### config.mk
export PLATFORM = sky130hd
export DESIGN_NAME = json_string_unescape_utf8
export DESIGN_NICKNAME = d
export VERILOG_FILES = /design/src/rtl/jsu_pkg.sv /design/src/rtl/jsu_decode.sv /design/src/rtl/jsu_res_buf.sv /design/src/rtl/json_string_unescape_utf8.sv
export SDC_FILE = /design/constraint.sdc
export NUM_CORES = 1
export LEC_CHECK = 0
export BUFFER_PORTS_ARGS = -buffer_cell sky130_fd_sc_hd__buf_2
export CORE_MARGIN = 2
export CORE_UTILIZATION = 34
export CTS_BUF_LIST = sky130_fd_sc_hd__clkbuf_16
export CTS_CLUSTER_DIAMETER = 150
export DETAILED_ROUTE_END_ITERATION = 10
export PLACE_DENSITY = 0.58
export SLEW_MARGIN = 30
export SYNTH_ARGS = -nofsm -noshare
export SYNTH_HDL_FRONTEND = slang
export SYNTH_SLANG_ARGS = --single-unit
### constraint.sdc
create_clock -name aclk -period 10 [get_ports aclk]
set_clock_uncertainty 0.05 [all_clocks]
set_input_delay 0.5 -clock aclk [delete_from_list [all_inputs] [get_ports aclk]]
set_output_delay 0.5 -clock aclk [all_outputs]
set_load 0.02 [all_outputs]
### src/rtl/jsu_pkg.sv
// jsu_pkg: shared types and constants for the json string unescaper
// result item layout and result kind codes; no dependencies
package jsu_pkg;

    // most result items one input item can cause
    localparam int MAX_RES = 7;

    // result kind codes
    localparam logic [1:0] KIND_DATA  = 2'd0;
    localparam logic [1:0] KIND_DONE  = 2'd1;
    localparam logic [1:0] KIND_ERROR = 2'd2;

    typedef struct packed {
        logic [1:0] kind;
        logic [7:0] data;
    } res_t;

    typedef res_t [MAX_RES-1:0] res_list_t;

endpackage

### src/rtl/jsu_decode.sv
// jsu_decode: parser state machine and utf-8 encoder of the string unescaper
// depends on jsu_pkg; builds the full result list of one item combinationally
module jsu_decode import jsu_pkg::*; (
    input  logic       aclk,
    input  logic       aresetn,
    input  logic       step,
    input  logic       start_req,
    input  logic [7:0] in_byte,
    input  logic       end_of_line,
    output res_list_t  res_list,
    output logic [2:0] res_cnt
);

    typedef enum logic [3:0] {
        M_IDLE     = 4'd0,
        M_TEXT     = 4'd1,
        M_ESC      = 4'd2,
        M_HEX1     = 4'd3,
        M_HIGH     = 4'd4,
        M_HIGH_ESC = 4'd5,
        M_HEX2     = 4'd6,
        M_DONE     = 4'd7,
        M_ERROR    = 4'd8
    } mode_t;

    typedef struct packed {
        mode_t      mode;
        logic [2:0] n;
        res_t [3:0] q;
    } act_t;

    mode_t       mode_reg, mode_next;
    logic [15:0] acc_reg, acc_next;
    logic [2:0]  cnt_reg, cnt_next;
    logic [15:0] pend_reg, pend_next;

    function automatic res_t dbyte(input logic [7:0] b);
        res_t r;
        r.kind = KIND_DATA;
        r.data = b;
        return r;
    endfunction

    function automatic res_t flag(input logic [1:0] k);
        res_t r;
        r.kind = k;
        r.data = 8'h00;
        return r;
    endfunction

    function automatic act_t enc(input logic [20:0] cp);
        act_t a;
        a      = '0;
        a.mode = M_TEXT;
        if (cp <= 21'h00007F) begin
            a.n    = 3'd1;
            a.q[0] = dbyte(cp[7:0]);
        end else if (cp <= 21'h0007FF) begin
            a.n    = 3'd2;
            a.q[0] = dbyte({3'b110, cp[10:6]});
            a.q[1] = dbyte({2'b10, cp[5:0]});
        end else if (cp <= 21'h00FFFF) begin
            a.n    = 3'd3;
            a.q[0] = dbyte({4'b1110, cp[15:12]});
            a.q[1] = dbyte({2'b10, cp[11:6]});
            a.q[2] = dbyte({2'b10, cp[5:0]});
        end else begin
            a.n    = 3'd4;
            a.q[0] = dbyte({5'b11110, cp[20:18]});
            a.q[1] = dbyte({2'b10, cp[17:12]});
            a.q[2] = dbyte({2'b10, cp[11:6]});
            a.q[3] = dbyte({2'b10, cp[5:0]});
        end
        return a;
    endfunction

    function automatic act_t text_fn(input logic [7:0] c);
        act_t a;
        a      = '0;
        a.mode = M_TEXT;
        if (c == 8'h5C) begin
            a.mode = M_ESC;
        end else if (c == 8'h22) begin
            a.mode = M_DONE;
            a.n    = 3'd1;
            a.q[0] = flag(KIND_DONE);
        end else begin
            a.n    = 3'd1;
            a.q[0] = dbyte(c);
        end
        return a;
    endfunction

    // 'u' leaves mode HEX1; caller clears the digit accumulator
    function automatic act_t esc_fn(input logic [7:0] c);
        act_t a;
        a      = '0;
        a.mode = M_TEXT;
        a.n    = 3'd1;
        case (c)
            8'h22: a.q[0] = dbyte(8'h22);
            8'h5C: a.q[0] = dbyte(8'h5C);
            8'h2F: a.q[0] = dbyte(8'h2F);
            8'h6E: a.q[0] = dbyte(8'h0A);
            8'h72: a.q[0] = dbyte(8'h0D);
            8'h74: a.q[0] = dbyte(8'h09);
            8'h62: a.q[0] = dbyte(8'h08);
            8'h66: a.q[0] = dbyte(8'h0C);
            8'h75: begin
                a.mode = M_HEX1;
                a.n    = 3'd0;
            end
            default: begin
                a.mode = M_ERROR;
                a.q[0] = flag(KIND_ERROR);
            end
        endcase
        return a;
    endfunction

    // high surrogate waits (caller latches it), low surrogate alone is replaced
    function automatic act_t first_fn(input logic [15:0] cp);
        act_t a;
        if (cp >= 16'hD800 && cp <= 16'hDBFF) begin
            a      = '0;
            a.mode = M_HIGH;
        end else if (cp >= 16'hDC00 && cp <= 16'hDFFF) begin
            a = enc(21'h00FFFD);
        end else begin
            a = enc({5'd0, cp});
        end
        return a;
    endfunction

    always_comb begin
        mode_t       m;
        logic [15:0] acc;
        logic [2:0]  cnt;
        logic [15:0] pend;
        logic        hv;
        logic [3:0]  hd;
        logic [15:0] acc_sh;
        logic [2:0]  cnt_inc;
        logic [20:0] pair_cp;
        logic        pre;
        logic        eol_err;
        act_t        a;
        logic [2:0]  off;
        logic [2:0]  j;

        m    = start_req ? M_TEXT : mode_reg;
        acc  = start_req ? 16'h0000 : acc_reg;
        cnt  = start_req ? 3'd0 : cnt_reg;
        pend = start_req ? 16'h0000 : pend_reg;

        hv = 1'b1;
        hd = in_byte[3:0];
        if (in_byte >= 8'h30 && in_byte <= 8'h39) begin
            hd = in_byte[3:0];
        end else if ((in_byte >= 8'h61 && in_byte <= 8'h66) ||
                     (in_byte >= 8'h41 && in_byte <= 8'h46)) begin
            hd = in_byte[3:0] + 4'd9;
        end else begin
            hv = 1'b0;
        end
        acc_sh  = {acc[11:0], hd};
        cnt_inc = cnt + 3'd1;
        pair_cp = {1'b0, pend[9:0], acc_sh[9:0]} + 21'h010000;

        acc_next  = acc;
        cnt_next  = cnt;
        pend_next = pend;
        pre       = 1'b0;
        eol_err   = 1'b0;
        a         = '0;
        a.mode    = m;

        case (m)
            M_TEXT: a = text_fn(in_byte);
            M_ESC:  a = esc_fn(in_byte);
            M_HEX1: begin
                if (!hv) begin
                    a.mode = M_ERROR;
                    a.n    = 3'd1;
                    a.q[0] = flag(KIND_ERROR);
                end else begin
                    acc_next = acc_sh;
                    cnt_next = cnt_inc;
                    if (cnt_inc[2]) begin
                        a = first_fn(acc_sh);
                    end
                end
            end
            M_HIGH: begin
                if (in_byte == 8'h5C) begin
                    a.mode = M_HIGH_ESC;
                end else begin
                    pre = 1'b1;
                    a   = text_fn(in_byte);
                end
            end
            M_HIGH_ESC: begin
                if (in_byte == 8'h75) begin
                    a.mode = M_HEX2;
                end else begin
                    pre = 1'b1;
                    a   = esc_fn(in_byte);
                end
            end
            M_HEX2: begin
                if (!hv) begin
                    pre    = 1'b1;
                    a.mode = M_ERROR;
                    a.n    = 3'd1;
                    a.q[0] = flag(KIND_ERROR);
                end else begin
                    acc_next = acc_sh;
                    cnt_next = cnt_inc;
                    if (cnt_inc[2]) begin
                        if (acc_sh >= 16'hDC00 && acc_sh <= 16'hDFFF) begin
                            a = enc(pair_cp);
                        end else begin
                            pre = 1'b1;
                            a   = first_fn(acc_sh);
                        end
                    end
                end
            end
            default: ;
        endcase

        // entering a hex escape restarts the digit gathering
        if ((a.mode == M_HEX1 || a.mode == M_HEX2) && m != a.mode) begin
            acc_next = 16'h0000;
            cnt_next = 3'd0;
        end
        if (a.mode == M_HIGH && m != M_HIGH) begin
            pend_next = acc_sh;
        end

        mode_next = a.mode;
        if (end_of_line && mode_next != M_IDLE && mode_next != M_DONE &&
            mode_next != M_ERROR) begin
            eol_err   = 1'b1;
            mode_next = M_ERROR;
        end

        // result list: optional replacement char, main part, optional error
        off     = pre ? 3'd3 : 3'd0;
        res_cnt = off + a.n + {2'b00, eol_err};
        for (int i = 0; i < MAX_RES; i++) begin
            j = 3'(i) - off;
            if (3'(i) < off) begin
                res_list[i] = dbyte((i == 0) ? 8'hEF : ((i == 1) ? 8'hBF : 8'hBD));
            end else if (j < a.n) begin
                res_list[i] = a.q[j[1:0]];
            end else begin
                res_list[i] = flag(KIND_ERROR);
            end
        end
    end

    always_ff @(posedge aclk) begin
        if (!aresetn) begin
            mode_reg <= M_IDLE;
            acc_reg  <= 16'h0000;
            cnt_reg  <= 3'd0;
            pend_reg <= 16'h0000;
        end else if (step) begin
            mode_reg <= mode_next;
            acc_reg  <= acc_next;
            cnt_reg  <= cnt_next;
            pend_reg <= pend_next;
        end
    end

endmodule

### src/rtl/jsu_res_buf.sv
// jsu_res_buf: result register that holds the results of one item and
// hands them out one per cycle while m_tready is high; depends on jsu_pkg
module jsu_res_buf import jsu_pkg::*; (
    input  logic       aclk,
    input  logic       aresetn,
    input  logic       load,
    input  res_list_t  res_list,
    input  logic [2:0] res_cnt,
    output logic       free,
    output logic       m_tvalid,
    input  logic       m_tready,
    output logic [7:0] m_tdata,   // out_byte
    output logic [1:0] m_tuser,   // kind
    output logic       m_tlast    // last
);

    res_list_t  q_reg;
    logic [2:0] rem_reg;
    logic       pop;

    assign pop      = (rem_reg != 3'd0) && m_tready;
    assign free     = (rem_reg == 3'd0) || ((rem_reg == 3'd1) && m_tready);
    assign m_tvalid = (rem_reg != 3'd0);
    assign m_tdata  = q_reg[0].data;
    assign m_tuser  = q_reg[0].kind;
    assign m_tlast  = (rem_reg == 3'd1);

    always_ff @(posedge aclk) begin
        if (!aresetn) begin
            rem_reg <= 3'd0;
        end else if (load) begin
            rem_reg <= res_cnt;
        end else if (pop) begin
            rem_reg <= rem_reg - 3'd1;
        end
    end

    always_ff @(posedge aclk) begin
        if (load) begin
            q_reg <= res_list;
        end else if (pop) begin
            for (int i = 0; i < MAX_RES - 1; i++) begin
                q_reg[i] <= q_reg[i+1];
            end
        end
    end

endmodule

### src/rtl/json_string_unescape_utf8.sv
// Streaming JSON string unescaper. Feed it the bytes of a string value, one
// item per byte, starting with the byte after the opening quote (s_tuser set
// on that item). It returns the unescaped text as UTF-8, one byte per result
// item, followed by a done item at the closing quote or an error item on a
// malformed escape or a line that ends inside the string; after either it
// ignores bytes until the next start. Timing: an item is taken into an input
// register, decoded combinationally into the result register, and its results
// leave one per cycle while m_tready is high. Items that give zero or one
// result flow at one item per cycle while m_tready is high; an item that
// gives n results (up to 7 for a broken surrogate pair with end of line)
// occupies the result register until all n have left, and the next item
// waits in the input register until then, stalling the input.
// depends on jsu_pkg, jsu_decode and jsu_res_buf
module json_string_unescape_utf8 import jsu_pkg::*; (
    input  logic       aclk,
    input  logic       aresetn,
    // input bytes
    input  logic       s_tvalid,
    output logic       s_tready,
    input  logic [7:0] s_tdata,   // in_byte
    input  logic       s_tuser,   // start_req
    input  logic       s_tlast,   // end_of_line
    // result items
    output logic       m_tvalid,
    input  logic       m_tready,
    output logic [7:0] m_tdata,   // out_byte (zero unless kind is data)
    output logic [1:0] m_tuser,   // kind: 0 data, 1 done, 2 error
    output logic       m_tlast    // last result of its input item
);

    // input register
    logic       in_vld_reg;
    logic       start_reg;
    logic [7:0] byte_reg;
    logic       eol_reg;

    logic       buf_free;
    logic       step;
    res_list_t  res_list;
    logic [2:0] res_cnt;

    // the held item moves into the result register once that one empties
    assign step     = in_vld_reg && buf_free;
    assign s_tready = !in_vld_reg || buf_free;

    always_ff @(posedge aclk) begin
        if (!aresetn) begin
            in_vld_reg <= 1'b0;
        end else if (s_tvalid && s_tready) begin
            in_vld_reg <= 1'b1;
        end else if (step) begin
            in_vld_reg <= 1'b0;
        end
    end

    always_ff @(posedge aclk) begin
        if (s_tvalid && s_tready) begin
            start_reg <= s_tuser;
            byte_reg  <= s_tdata;
            eol_reg   <= s_tlast;
        end
    end

    // parser state and the result list of the held item
    jsu_decode u_decode (
        .aclk        (aclk),
        .aresetn     (aresetn),
        .step        (step),
        .start_req   (start_reg),
        .in_byte     (byte_reg),
        .end_of_line (eol_reg),
        .res_list    (res_list),
        .res_cnt     (res_cnt)
    );

    // result register, drained one item per cycle while m_tready is high
    jsu_res_buf u_res_buf (
        .aclk     (aclk),
        .aresetn  (aresetn),
        .load     (step),
        .res_list (res_list),
        .res_cnt  (res_cnt),
        .free     (buf_free),
        .m_tvalid (m_tvalid),
        .m_tready (m_tready),
        .m_tdata  (m_tdata),
        .m_tuser  (m_tuser),
        .m_tlast  (m_tlast)
    );

endmodule
==> impl_metrics.csv <==
group,metric,value,unit
clock_tree,clk_root_buffer_cell,"clkbuf_16",
pwr,pwr-share-comb,36.8,%
pwr,power.density_cell_area,220.5,nW/um^2
synth,synthAdderAreaFrac,3.076,%
sta,drv_slew,0,
synth,synth_top_family_by_area,"compound AO/OA/AOI/OAI gates",
global_route,grt_overflow_total,0,
critical_path,endpoint_kind,"register",
run_status,status,"completed",
floorplanning,die_h,155.6,um
synth,syn-num-nets,938,
global_route,grtUsageTotal,22.76,%
clock_tree,numCtsBuffers,9,
route,first_iter_violations,878,
clock_tree,cts_buffer_depth,2,
critical_path,critPathMaxFanout,45,
place,place_inst,1158,
min_path,hold_class,"in -> reg",
synth,muxShareOfSynthArea,0.9293,%
synth,synth_xor_area_share,0.7851,%
sta,tns,0,ps
clock_tree,clock-sinks,110,
critical_path,arrival,6050,ps
synth,syn_inst,906,
synth,ys.warnings.count,0,
pwr,total_power,0.001844,W
sta,post-route-period-util,58.43,%
sta,slew_headroom,33.48,%
clock_tree,htree_levels,3,
floorplanning,dieArea,24200,sq um
final_layout,layout_commonest_cell,"nor2_1",
synth,synthArstFlopShare,0,%
synth,yosysSeqAreaShare,38.07,%
pwr,clockPowerShare,20.7,%
sta,setup_ws,4157,ps
clock_tree,clkLatencyLatePin,380,ps
route,first_pass_iters,5,
global_route,grt_pass1_wl,42210,um
synth,syn_area,7809,sq um
place,gp_congestion,0.9837,
final_layout,layout-drive-gt1-share,10.91,%
clock_tree,cts_setup_buffers,0,
pwr,p_switching,0.0007378,W
critical_path,startpoint_type,"register",
route,vias,7311,
synth,synth.avg_cell_area,8.619,sq um
clock_tree,ctsHoldBuffers,0,
sta,hold_viol,0,
sta,rsz0062_at_grt,"no",
synth,ys_types,101,
floorplanning,start_util,34.60,%
route,wl_per_cell,23.05,um
critical_path,slowest_stage,"clkinv_1",
sta,finalSetupViolCount,0,
synth,yosys.area_share.simple,23.89,%
final_layout,final_cell_mix,"nor2_1 (91), nand2_1 (84), edfxtp_1 (77)",
synth,synth_ff_type,"edfxtp_1",
sta,fin_crit,5844,ps
job,drv_cap,0,
route,ant_nets,0,
pwr,cellLeakagePower,2.837,nW
synth,synth-seq-cells,110,
route,totalWireLength,27060,um
critical_path,rrSetupSlack,4160,ps
critical_path,crit_type,"reg -> reg",
global_route,grt_max_degree,65,
clock_tree,cts_tree,"done",
pwr,max-vdd-ir-drop,138.7,uV
clock_tree,cts.clk_slew.worst_paths,90,ps
pwr,intPower,0.001107,W
clock_tree,ctsResizeCount,0,
sta,worst_pin_slew,997.8,ps
floorplanning,fp.dieW,155.6,um
place,port_buffers,26,
final_layout,largest_reg_flops,57,
final_layout,fin_nets,916,
place,dpl.hpwl,19600,um
critical_path,cp.required,10200,ps
synth,synth_edf_count,77,
global_route,antenna_found_initial,0,
global_route,grt_pass1_vias,6892,
sta,max_freq,0.1711,GHz
synth,synth_compound_area_share,27.67,%
pwr,seq_power_share,42.5,%
final_layout,antenna_cells,0,
pwr,sw_frac_of_total,40.00,%
route,routed_via_density,6.227,
critical_path,cp_slowest_stage_delay,550,ps
floorplanning,ios,27,
floorplanning,fp-row-count,55,
critical_path,crit_chain,"buf_4, clkinv_1, nand2_1, inv_1, ha_1, or3_1, o311a_1, nor2_1, nand4_1, nand2_1, a21oi_1, o21ai_0, ha_1, nand2b_1, o32ai_1, a21o_1, nor3b_1, o22a_1",
final_layout,final_cells,1174,
place,dp_slack,4339,ps
route,post-route-drc-count,0,
final_layout,syn2layout_area_growth,7.130,%
floorplanning,core-area,22570,sq um
[area by class of cell]
class,instances,area [sq um]
repair buffers,37,212.7
multi-input cells,703,4431
clock buffers,9,225.2
fillers,2337,14210
inverters,23,86.33
flip-flops and latches,110,2973
well taps,285,356.6
clock inverters,7,81.33
[routing by layer]
metal | track usage, % | vias to the layer above | share of wire [%]
met1 | 32.26 | 3516 | 45
met5 | 0 | - | 0
met4 | 9.393 | 0 | 4.1
met3 | 2.889 | 68 | 6.5
met2 | 35.10 | 360 | 44
li1 | - | 3367 | -
[worst paths after layout]
check	startpoint	endpoint	cells after the start
max reg2reg	start_reg	u_res_buf.q_reg[22]	18
min	s_tdata[2]	byte_reg[2]	1
max	start_reg	u_res_buf.q_reg[22]	18
min reg2reg	u_decode.cnt_reg[0]	u_decode.cnt_reg[0]	2
[critical path, delay by kind of cell (launching register included)]
kind,cells,cell delay (ps)
DFF,1,330
adders and majority gates,2,550
and+or+nand+nor,7,2190
buffers and inverters,3,1060
AOI/OAI and AO/OA,6,1540
[stage by stage]
step	cell area, sq um	hold WS, ps	utilization [%]
final	8366	248.3	37.06
after global routing	8366	236.3	37.06
after CTS	8366	237.8	37.06
after detailed placement	8059	435.6	35.70
after global placement	8041	431.6	35.63
after floorplan	7809	416.6	-
[logic make-up after synthesis]
family / Yosys count
other cells: 1
simple gates: 366
compound gates: 304
fa+ha+maj: 18
buf+inv: 93
flops: 110
xor+xnor: 7
mux: 7
[power by group through the flow]
stage | registers [W] | clock network, W | logic, W
2_1_floorplan | 0.000755 | 0 | 0.000528
3_3_place_gp | 0.000791 | 0 | 0.000673
3_5_place_dp | 0.000793 | 0 | 0.000673
4_1_cts | 0.000784 | 0.000390 | 0.000677
5_1_grt | 0.000802 | 0.000407 | 0.000751
6_report | 0.000784 | 0.000382 | 0.000679
[synthesized netlist by cell type, types with 4 or more instances]
cell type | count | area share, %
a211o_1 | 4 | 0.45
a211oi_1 | 11 | 1.1
a21boi_0 | 5 | 0.48
a21o_1 | 6 | 0.58
a21oi_1 | 68 | 4.4
a221o_1 | 5 | 0.64
a22o_1 | 12 | 1.3
a22oi_1 | 15 | 1.4
a311oi_1 | 6 | 0.67
a31oi_1 | 10 | 0.80
a41oi_1 | 4 | 0.45
and2_1 | 10 | 0.80
and3_1 | 9 | 0.72
buf_2 | 6 | 0.38
buf_4 | 12 | 1.2
buf_6 | 4 | 0.58
clkbuf_1 | 45 | 2.2
dfxtp_1 | 33 | 8.5
edfxtp_1 | 77 | 30
ha_1 | 16 | 2.6
inv_1 | 21 | 1.0
mux2i_1 | 5 | 0.64
nand2_1 | 84 | 4.0
nand2b_1 | 16 | 1.3
nand3_1 | 34 | 2.2
nand4_1 | 8 | 0.64
nor2_1 | 92 | 4.4
nor2b_1 | 18 | 1.4
nor3_1 | 28 | 1.8
nor4_1 | 16 | 1.3
o211ai_1 | 7 | 0.67
o21a_1 | 11 | 1.1
o21ai_0 | 48 | 3.1
o21ai_1 | 16 | 1.0
o22ai_1 | 5 | 0.40
o31ai_1 | 16 | 1.5
or2_2 | 7 | 0.56
or3_1 | 11 | 0.88
or4_1 | 4 | 0.38
xnor2_1 | 5 | 0.56
Note: power is estimated with default switching activity, not from simulation.
